==> src/hw/rtl/bounded_fifo_drop_oldest_lookup_defines.svh <==
// Assertion macros used by the RTL.
// ASSERT_IMP: when pre holds, post holds at the same edge.
// ASSERT_NXT: when pre holds, post holds at the next edge.
`ifndef BOUNDED_FIFO_DROP_OLDEST_LOOKUP_DEFINES_SVH
`define BOUNDED_FIFO_DROP_OLDEST_LOOKUP_DEFINES_SVH

`ifndef ASSERT_OFF
`define ASSERT_IMP(lbl, clk, rst_n, pre, post, msg) \
	lbl: assert property (@(posedge clk) disable iff (!rst_n) (pre) |-> (post)) \
		else $error(msg);
`define ASSERT_NXT(lbl, clk, rst_n, pre, post, msg) \
	lbl: assert property (@(posedge clk) disable iff (!rst_n) (pre) |=> (post)) \
		else $error(msg);
`else
`define ASSERT_IMP(lbl, clk, rst_n, pre, post, msg)
`define ASSERT_NXT(lbl, clk, rst_n, pre, post, msg)
`endif

`endif

==> src/hw/rtl/bfdol_pkg.sv <==
package bfdol_pkg;

	localparam int QUEUE_DEPTH_DEF = 32;

	localparam int ACT_W  = 2;
	localparam int ID_W   = 16;
	localparam int IP_W   = 32;
	localparam int PORT_W = 16;
	localparam int STAT_W = 2;
	localparam int OCC_W  = 6;

	// action codes
	localparam logic [ACT_W-1:0] ACT_PUSH   = 2'd0;
	localparam logic [ACT_W-1:0] ACT_POP    = 2'd1;
	localparam logic [ACT_W-1:0] ACT_LOOKUP = 2'd2;
	localparam logic [ACT_W-1:0] ACT_NOP    = 2'd3;

	// status codes
	localparam logic [STAT_W-1:0] STAT_OK        = 2'd0;
	localparam logic [STAT_W-1:0] STAT_EMPTY     = 2'd1;
	localparam logic [STAT_W-1:0] STAT_NOT_FOUND = 2'd2;

	typedef struct packed {
		logic [ACT_W-1:0]  action;
		logic [ID_W-1:0]   conn_id;
		logic [IP_W-1:0]   client_ip;
		logic [PORT_W-1:0] client_port;
	} req_beat_t;

	typedef struct packed {
		logic [STAT_W-1:0] status;
		logic              found;
		logic              dropped;
		logic [ID_W-1:0]   out_id;
		logic [IP_W-1:0]   out_ip;
		logic [PORT_W-1:0] out_port;
		logic [OCC_W-1:0]  occupancy;
	} rsp_beat_t;

	typedef struct packed {
		logic [ID_W-1:0]   id;
		logic [IP_W-1:0]   ip;
		logic [PORT_W-1:0] port;
	} entry_t;

endpackage

==> src/hw/rtl/bounded_fifo_drop_oldest_lookup.sv <==
// Bounded queue of pending connections (id, IPv4 address, port) held in one
// QUEUE_DEPTH-entry RAM, with a head pointer and an entry count. Each request
// beat carries an action: push appends at the tail and, on a full queue,
// evicts the oldest entry first and reports dropped; pop returns and removes
// the head entry or reports empty; lookup scans from the head and returns
// the first entry whose id matches, or reports not found; action 3 only
// reports the occupancy. Every request gives exactly one response beat.
// Each request is taken into a command register and dispatched; push and
// no-op then go to the response state, pop first reads the head entry, and
// lookup first scans the live entries. A lookup scan goes through the
// single RAM read port and the one id comparator: one entry is read per
// cycle, and each read is compared the cycle after it issues. req_ready is
// high only while no request is in progress; a finished response may still
// sit in the output register while the next request is taken. RAM contents
// are not cleared at reset; only live entries are ever read.
`include "bounded_fifo_drop_oldest_lookup_defines.svh"

module bounded_fifo_drop_oldest_lookup
	import bfdol_pkg::*;
#(
	parameter int QUEUE_DEPTH = QUEUE_DEPTH_DEF
) (
	input  logic      clk,
	input  logic      arst_n,
	input  logic      req_valid,
	output logic      req_ready,
	input  req_beat_t req,
	output logic      rsp_valid,
	input  logic      rsp_ready,
	output rsp_beat_t rsp
);

	// index width (at least 1) and count width (holds QUEUE_DEPTH itself)
	localparam int IW = (QUEUE_DEPTH > 1) ? $clog2(QUEUE_DEPTH) : 1;
	localparam int CW = $clog2(QUEUE_DEPTH + 1);

	typedef enum logic [2:0] {
		ST_IDLE,
		ST_DISPATCH,
		ST_POP_RD,
		ST_SCAN,
		ST_RESP
	} state_t;

	state_t          state_q;
	req_beat_t       cmd_q;
	rsp_beat_t       res_q;
	rsp_beat_t       rsp_q;
	logic            rsp_valid_q;
	logic [IW-1:0]   head_q;
	logic [CW-1:0]   count_q;
	logic [CW-1:0]   scan_idx_q;
	logic            cmp_vld_q;

	// entry RAM: one write port, one registered read port
	entry_t          mem [QUEUE_DEPTH];
	entry_t          rd_data_q;

	logic            full;
	logic            empty;
	logic [IW-1:0]   head_nxt;
	logic [IW-1:0]   tail_slot;
	logic [IW-1:0]   scan_slot;
	logic [CW-1:0]   count_push;
	logic            scan_issue;
	logic            match;
	logic            mem_we;
	logic            mem_re;
	logic [IW-1:0]   wr_addr;
	logic [IW-1:0]   rd_addr;
	entry_t          wr_data;
	rsp_beat_t       disp_res;
	logic            rsp_load;

	// head + offset, both below QUEUE_DEPTH, folded back into range
	function automatic logic [IW-1:0] wrap_add(input logic [IW-1:0] a,
			input logic [IW-1:0] b);
		logic [IW:0] s;
		s = {1'b0, a} + {1'b0, b};
		if (s >= (IW+1)'(QUEUE_DEPTH))
			s = s - (IW+1)'(QUEUE_DEPTH);
		return s[IW-1:0];
	endfunction

	function automatic logic [OCC_W-1:0] to_occ(input logic [CW-1:0] c);
		logic [CW+OCC_W-1:0] t;
		t = {{OCC_W{1'b0}}, c};
		return t[OCC_W-1:0];
	endfunction

	always_comb begin
		full       = (count_q == CW'(QUEUE_DEPTH));
		empty      = (count_q == '0);
		head_nxt   = wrap_add(head_q, IW'(1));
		// count is below depth whenever the tail slot is used
		tail_slot  = wrap_add(head_q, count_q[IW-1:0]);
		scan_slot  = wrap_add(head_q, scan_idx_q[IW-1:0]);
		count_push = full ? count_q : count_q + 1'b1;
		scan_issue = (scan_idx_q < count_q);
		// the single comparator: id of the entry read last cycle vs. key
		match      = cmp_vld_q && (rd_data_q.id == cmd_q.conn_id);

		mem_we  = (state_q == ST_DISPATCH) && (cmd_q.action == ACT_PUSH);
		wr_addr = full ? head_q : tail_slot;
		wr_data = '{id: cmd_q.conn_id, ip: cmd_q.client_ip, port: cmd_q.client_port};

		mem_re  = ((state_q == ST_DISPATCH) && (cmd_q.action == ACT_POP) && !empty)
			|| ((state_q == ST_SCAN) && scan_issue);
		rd_addr = (state_q == ST_SCAN) ? scan_slot : head_q;

		// output register takes a new beat when empty or being drained
		rsp_load = (state_q == ST_RESP) && (!rsp_valid_q || rsp_ready);

		// response fields known at dispatch
		disp_res           = '0;
		disp_res.occupancy = to_occ(count_q);
		case (cmd_q.action)
			ACT_PUSH: begin
				disp_res.dropped   = full;
				disp_res.occupancy = to_occ(count_push);
			end
			ACT_POP: begin
				if (empty)
					disp_res.status = STAT_EMPTY;
			end
			ACT_LOOKUP: begin
				if (empty)
					disp_res.status = STAT_EMPTY;
			end
			default: begin
			end
		endcase
	end

	always_ff @(posedge clk) begin
		if (mem_we)
			mem[wr_addr] <= wr_data;
		if (mem_re)
			rd_data_q <= mem[rd_addr];
	end

	always_ff @(posedge clk or negedge arst_n) begin
		if (!arst_n) begin
			state_q     <= ST_IDLE;
			cmd_q       <= '0;
			res_q       <= '0;
			rsp_q       <= '0;
			rsp_valid_q <= 1'b0;
			head_q      <= '0;
			count_q     <= '0;
			scan_idx_q  <= '0;
			cmp_vld_q   <= 1'b0;
		end else begin
			if (rsp_load)
				rsp_valid_q <= 1'b1;
			else if (rsp_ready)
				rsp_valid_q <= 1'b0;

			case (state_q)
				ST_IDLE: begin
					if (req_valid) begin
						cmd_q   <= req;
						state_q <= ST_DISPATCH;
					end
				end
				ST_DISPATCH: begin
					res_q <= disp_res;
					case (cmd_q.action)
						ACT_PUSH: begin
							// full: the write lands on the old head slot
							if (full)
								head_q <= head_nxt;
							count_q <= count_push;
							state_q <= ST_RESP;
						end
						ACT_POP: begin
							if (empty) begin
								state_q <= ST_RESP;
							end else begin
								head_q  <= head_nxt;
								count_q <= count_q - 1'b1;
								state_q <= ST_POP_RD;
							end
						end
						ACT_LOOKUP: begin
							if (empty) begin
								state_q <= ST_RESP;
							end else begin
								scan_idx_q <= '0;
								cmp_vld_q  <= 1'b0;
								state_q    <= ST_SCAN;
							end
						end
						default: begin
							state_q <= ST_RESP;
						end
					endcase
				end
				ST_POP_RD: begin
					res_q.found     <= 1'b1;
					res_q.out_id    <= rd_data_q.id;
					res_q.out_ip    <= rd_data_q.ip;
					res_q.out_port  <= rd_data_q.port;
					res_q.occupancy <= to_occ(count_q);
					state_q         <= ST_RESP;
				end
				ST_SCAN: begin
					// read one entry and compare the previous one each beat
					if (scan_issue)
						scan_idx_q <= scan_idx_q + 1'b1;
					cmp_vld_q <= scan_issue && !match;
					if (match) begin
						res_q.found    <= 1'b1;
						res_q.out_id   <= rd_data_q.id;
						res_q.out_ip   <= rd_data_q.ip;
						res_q.out_port <= rd_data_q.port;
						state_q        <= ST_RESP;
					end else if (cmp_vld_q && !scan_issue) begin
						res_q.status <= STAT_NOT_FOUND;
						state_q      <= ST_RESP;
					end
				end
				ST_RESP: begin
					if (rsp_load) begin
						rsp_q   <= res_q;
						state_q <= ST_IDLE;
					end
				end
				default: begin
					state_q <= ST_IDLE;
				end
			endcase
		end
	end

	assign req_ready = (state_q == ST_IDLE);
	assign rsp_valid = rsp_valid_q;
	assign rsp       = rsp_q;

	`ASSERT_IMP(a_count_bound, clk, arst_n, 1'b1, count_q <= CW'(QUEUE_DEPTH), "count above depth")
	`ASSERT_IMP(a_head_bound, clk, arst_n, 1'b1, head_q < IW'(QUEUE_DEPTH) || QUEUE_DEPTH == (1 << IW), "head out of range")
	`ASSERT_NXT(a_accept_dispatch, clk, arst_n, req_valid && req_ready, state_q == ST_DISPATCH, "accepted beat not dispatched")
	`ASSERT_IMP(a_found_ok, clk, arst_n, rsp_valid && rsp.found, rsp.status == STAT_OK && !rsp.dropped, "found with bad status")
	`ASSERT_IMP(a_drop_full, clk, arst_n, rsp_valid && rsp.dropped, rsp.occupancy == to_occ(CW'(QUEUE_DEPTH)), "drop without full queue")
	`ASSERT_IMP(a_scan_range, clk, arst_n, state_q == ST_SCAN, scan_idx_q <= count_q && !empty, "scan index past tail")

endmodule
==> config.mk <==
export PLATFORM = sky130hd
export DESIGN_NAME = bounded_fifo_drop_oldest_lookup
export DESIGN_NICKNAME = d
export VERILOG_FILES = /design/src/hw/rtl/bfdol_pkg.sv /design/src/hw/rtl/bounded_fifo_drop_oldest_lookup.sv
export VERILOG_INCLUDE_DIRS = /design/src /design/src/hw/rtl
export SDC_FILE = /design/constraint.sdc
export NUM_CORES = 2
export LEC_CHECK = 0
export BUFFER_PORTS_ARGS = -buffer_cell sky130_fd_sc_hd__buf_2
export CAP_MARGIN = 10
export CELL_PAD_IN_SITES_DETAIL_PLACEMENT = 1
export CELL_PAD_IN_SITES_GLOBAL_PLACEMENT = 1
export CORE_UTILIZATION = 45
export CTS_CLUSTER_DIAMETER = 120
export DETAILED_ROUTE_END_ITERATION = 12
export HOLD_SLACK_MARGIN = 0.02
export PLACE_DENSITY_LB_ADDON = 0.1
export SLEW_MARGIN = 15
export SYNTH_ARGS = -nofsm -noshare
export SYNTH_HDL_FRONTEND = slang
export SYNTH_SLANG_ARGS = --single-unit
==> constraint.sdc <==
create_clock -name clk -period 5 [get_ports clk]
set_input_delay 0.5 -clock clk [delete_from_list [all_inputs] [get_ports clk]]
set_output_delay 0.5 -clock clk [all_outputs]
set_load 0.005 [all_outputs]
==> impl_metrics.csv <==
group,metric,value,unit
clocking,postCtsSetupBuffers,0,
clocking,clkSinkCount,2348,
floorplanning,num_rows,164,
grt,overflow,0,
floorplanning,die_area,204200,um2
clocking,path_clk_slew,0.07,ns
placement,io_buffers,145,
grt,grt_max_degree,97,
logic_synthesis,synth_most_common_cell,"edfxtp_1",
clocking,cts_tree,"yes",
timing,drv_slew,0,
clocking,htreeDepth,4,
clocking,clk_latency,0.89,ns
timing,slew_headroom,23.26,%
critical_path,cp-end-kind,"flip-flop",
floorplanning,initial_core_util,45.43,%
floorplanning,die_w,451.9,um
critical_path,cp.required,5.49,ns
timing,rsz0062_at_grt,"false",
power_and_ir_drop,power_switching,21.76,mW
floorplanning,core_area,200500,um2
logic_synthesis,synth_top_area_cell,"edfxtp_1",
timing,hold_violations,0,
detailed_routing,vias,54940,
timing,fin_skew,0.03924,ns
grt,grt_usage,25.94,%
detailed_routing,routed_wirelength,265.4,mm
detailed_routing,ant_nets,0,
critical_path,path_class,"reg2reg",
critical_path,arrival,4.82,ns
logic_synthesis,netlist.area_leader.share,69.64,%
finish,drive_gt1_share,14.32,%
logic_synthesis,yosysWarnings,0,
timing,whs,0.1235,ns
power_and_ir_drop,p_leak,34.86,nW
logic_synthesis,yosysUniqueCellTypes,60,
grt,grt_pass1_wl,389.2,mm
critical_path,startpoint_type,"flip-flop",
detailed_routing,remaining_drc_errors,0,
timing,min_period,4.328,ns
finish,ff_latch_area,69340,um2
logic_synthesis,synthCells,5940,
critical_path,path_cells,"inv_1 -> fa_1 -> inv_1 -> a21o_1 -> a21oi_1 -> mux2i_1 -> xnor2_1 -> nand3_1 -> nor2_4 -> buf_4",
power_and_ir_drop,sw_frac_of_total,34.41,%
power_and_ir_drop,p_int,41.47,mW
logic_synthesis,syn_nets,6033,
placement,place_hpwl,147.3,mm
power_and_ir_drop,combPwrFrac,26.3,%
logic_synthesis,syn_area,91070,um2
timing,max_freq,231.0,MHz
power_and_ir_drop,pwr-share-clk,28.2,%
power_and_ir_drop,ir_drop,0.0004541,V
detailed_routing,detail_route.wl_per_cell,29.19,um
floorplanning,ios,146,
floorplanning,die_h,451.9,um
clocking,cts_buffers,239,
power_and_ir_drop,power.density,602.3,nW/um2
critical_path,path_max_fanout,27,
logic_synthesis,synthTopCellsByCount,"2112 x edfxtp_1, 543 x nand2_1, 473 x a21oi_1",
timing,fin_crit_sh,86.57,%
finish,multi_input_area,19970,um2
finish,n_fill_cell,18700,
logic_synthesis,seq_area_frac_synth,76.12,%
placement,place_inst,8570,
detailed_routing,firstDrtPassIters,6,
timing,setup_violations,0,
detailed_routing,vias_per_cell,6.044,
clocking,cts_hold_buf,68,
finish,area_growth,15.29,%
logic_synthesis,async_reset_ff_share,10.05,%
finish,fin_cells,9091,
logic_synthesis,synth.area.top_cells,"edfxtp_1 70%, dfrtp_1 6.5%, a211oi_1 3.2%, mux2i_1 2.8%, a21oi_1 2.6%",
clocking,cts_resized,0,
status,status,"complete, no violations",
critical_path,crit_top_cell,"inv_1",
grt,antenna_found_initial,4,
timing,worst_pin_slew,1.151,ns
power_and_ir_drop,power,63.24,mW
logic_synthesis,synth_edf_count,2112,
critical_path,cpPeakStageDelay,0.84,ns
worst_hold_path,hold_class,"in2reg",
logic_synthesis,ys.flop_type,"edfxtp_1",
critical_path,cp_slowest_cell,"xnor2_1",
clocking,clock-root-buffer,"clkbuf_16",
placement,gp_congestion,0.7942,
logic_synthesis,synth-seq-cells,2348,
power_and_ir_drop,seq_power_share,45.5,%
finish,layout.nets,6316,
job,drv_cap,0,
logic_synthesis,syn_avg_cell_area,15.33,um2
detailed_routing,drtIter0Drc,4563,
grt,grt_pass1_vias,56940,
clocking,cts_max_path_buffers,3,
[critical path: cells and delay by family (launching register included)]
kind | cells | cell delay, ns
and+or+nand+nor | 2 | 0.83
DFF | 1 | 0.57
muxes | 1 | 0.14
buffers and inverters | 3 | 0.83
adders and majority gates | 1 | 0.50
AOI/OAI and AO/OA | 2 | 0.19
xor gates and xnor gates | 1 | 0.84
[cell type report]
class,instances,share of cell area (%)
Tap cell,2656,3.165
Inverter,80,0.2860
Antenna cell,2,0.004767
Clock buffer,330,6.323
Sequential cell,2348,66.04
Timing Repair Buffer,432,3.963
Multi-Input combinational cell,3122,19.02
Clock inverter,121,1.205
[cell families after synthesis]
kind of cell	Yosys count	share of synthesized area, %
adders and majority gates	23	0.3325
xor gates and xnor gates	36	0.3462
and+or+nand+nor	1050	5.134
buffers and inverters	470	2.351
AOI/OAI and AO/OA	1617	11.17
muxes	396	4.542
DFF	2348	76.12
[power by group through the flow]
stage,Clock (mW),Combinational [mW],Sequential [mW]
after global placement,0,16.2,29.1
after global routing,18.8,17.8,29.2
after CTS,18.2,16.7,28.9
final,17.9,16.6,28.8
after detailed placement,0,16.6,29.3
after floorplan,0,10.2,27.9
[flip-flops by register name, summed over array words and instances, names as in the netlist]
name and count:
mem 2048, res_q 74, rsp 74, cmd_q 66, rd_data_q 64, count_q 6, scan_idx_q 6, head_q 5
state_q 3, cmp_vld_q 1, rsp_valid 1
[metrics by stage]
step | util (%) | setup WS [ns] | area [um2] | TNS (ns)
after floorplan | - | -0.3180 | 91090 | -245.91
after global placement | 48.08 | 0.7744 | 96400 | 0
after detailed placement | 48.08 | 0.7042 | 96400 | 0
after CTS | 52.37 | 0.6852 | 105000 | 0
after global routing | 52.37 | 0.5182 | 105000 | 0
final | 52.37 | 0.6717 | 105000 | 0
[path summary, 6_finish.rpt]
path / to / slack [ns] / from / depth (start not counted)
setup / recovery: mem[28][43]$_DFFE_PP_ / 0.67 / head_q[1]$_DFFE_PN0P_ / 10
hold / removal: cmd_q[64]$_DFFE_PN0P_ / 0.12 / req_valid / 3
setup reg to reg: mem[28][43]$_DFFE_PP_ / 0.67 / head_q[1]$_DFFE_PN0P_ / 10
hold reg to reg: res_q[17]$_DFFE_PN0P_ / 0.46 / rd_data_q[11]$_DFFE_PP_ / 1
max in group asynchronous: cmd_q[23]$_DFFE_PN0P_ / 3.83 / arst_n / 3
min in group asynchronous: res_q[71]$_DFFE_PN0P_ / 0.15 / arst_n / 2
[layer usage]
metal	share of wire, %	GRT usage, %
met5	0.0049	0
met4	2.7	7.526
met3	4.7	3.279
met2	49	43.68
met1	43	35.35
[layout by cell type, fill, tap and decap left out, types with 68 or more instances in the layout]
cell / n
nor3_1: 70
buf_4: 131
dlygate4sd3_1: 68
nand2_1: 542
buf_12: 88
edfxtp_1: 2112
nor2_1: 152
mux2_2: 138
o31ai_1: 130
clkbuf_16: 244
nor4_1: 194
inv_1: 80
o22ai_1: 255
a21oi_1: 473
o21ai_0: 195
dfrtp_1: 228
buf_2: 144
a211oi_1: 384
mux2i_1: 258
Note: power is estimated with default switching activity, not from simulation.
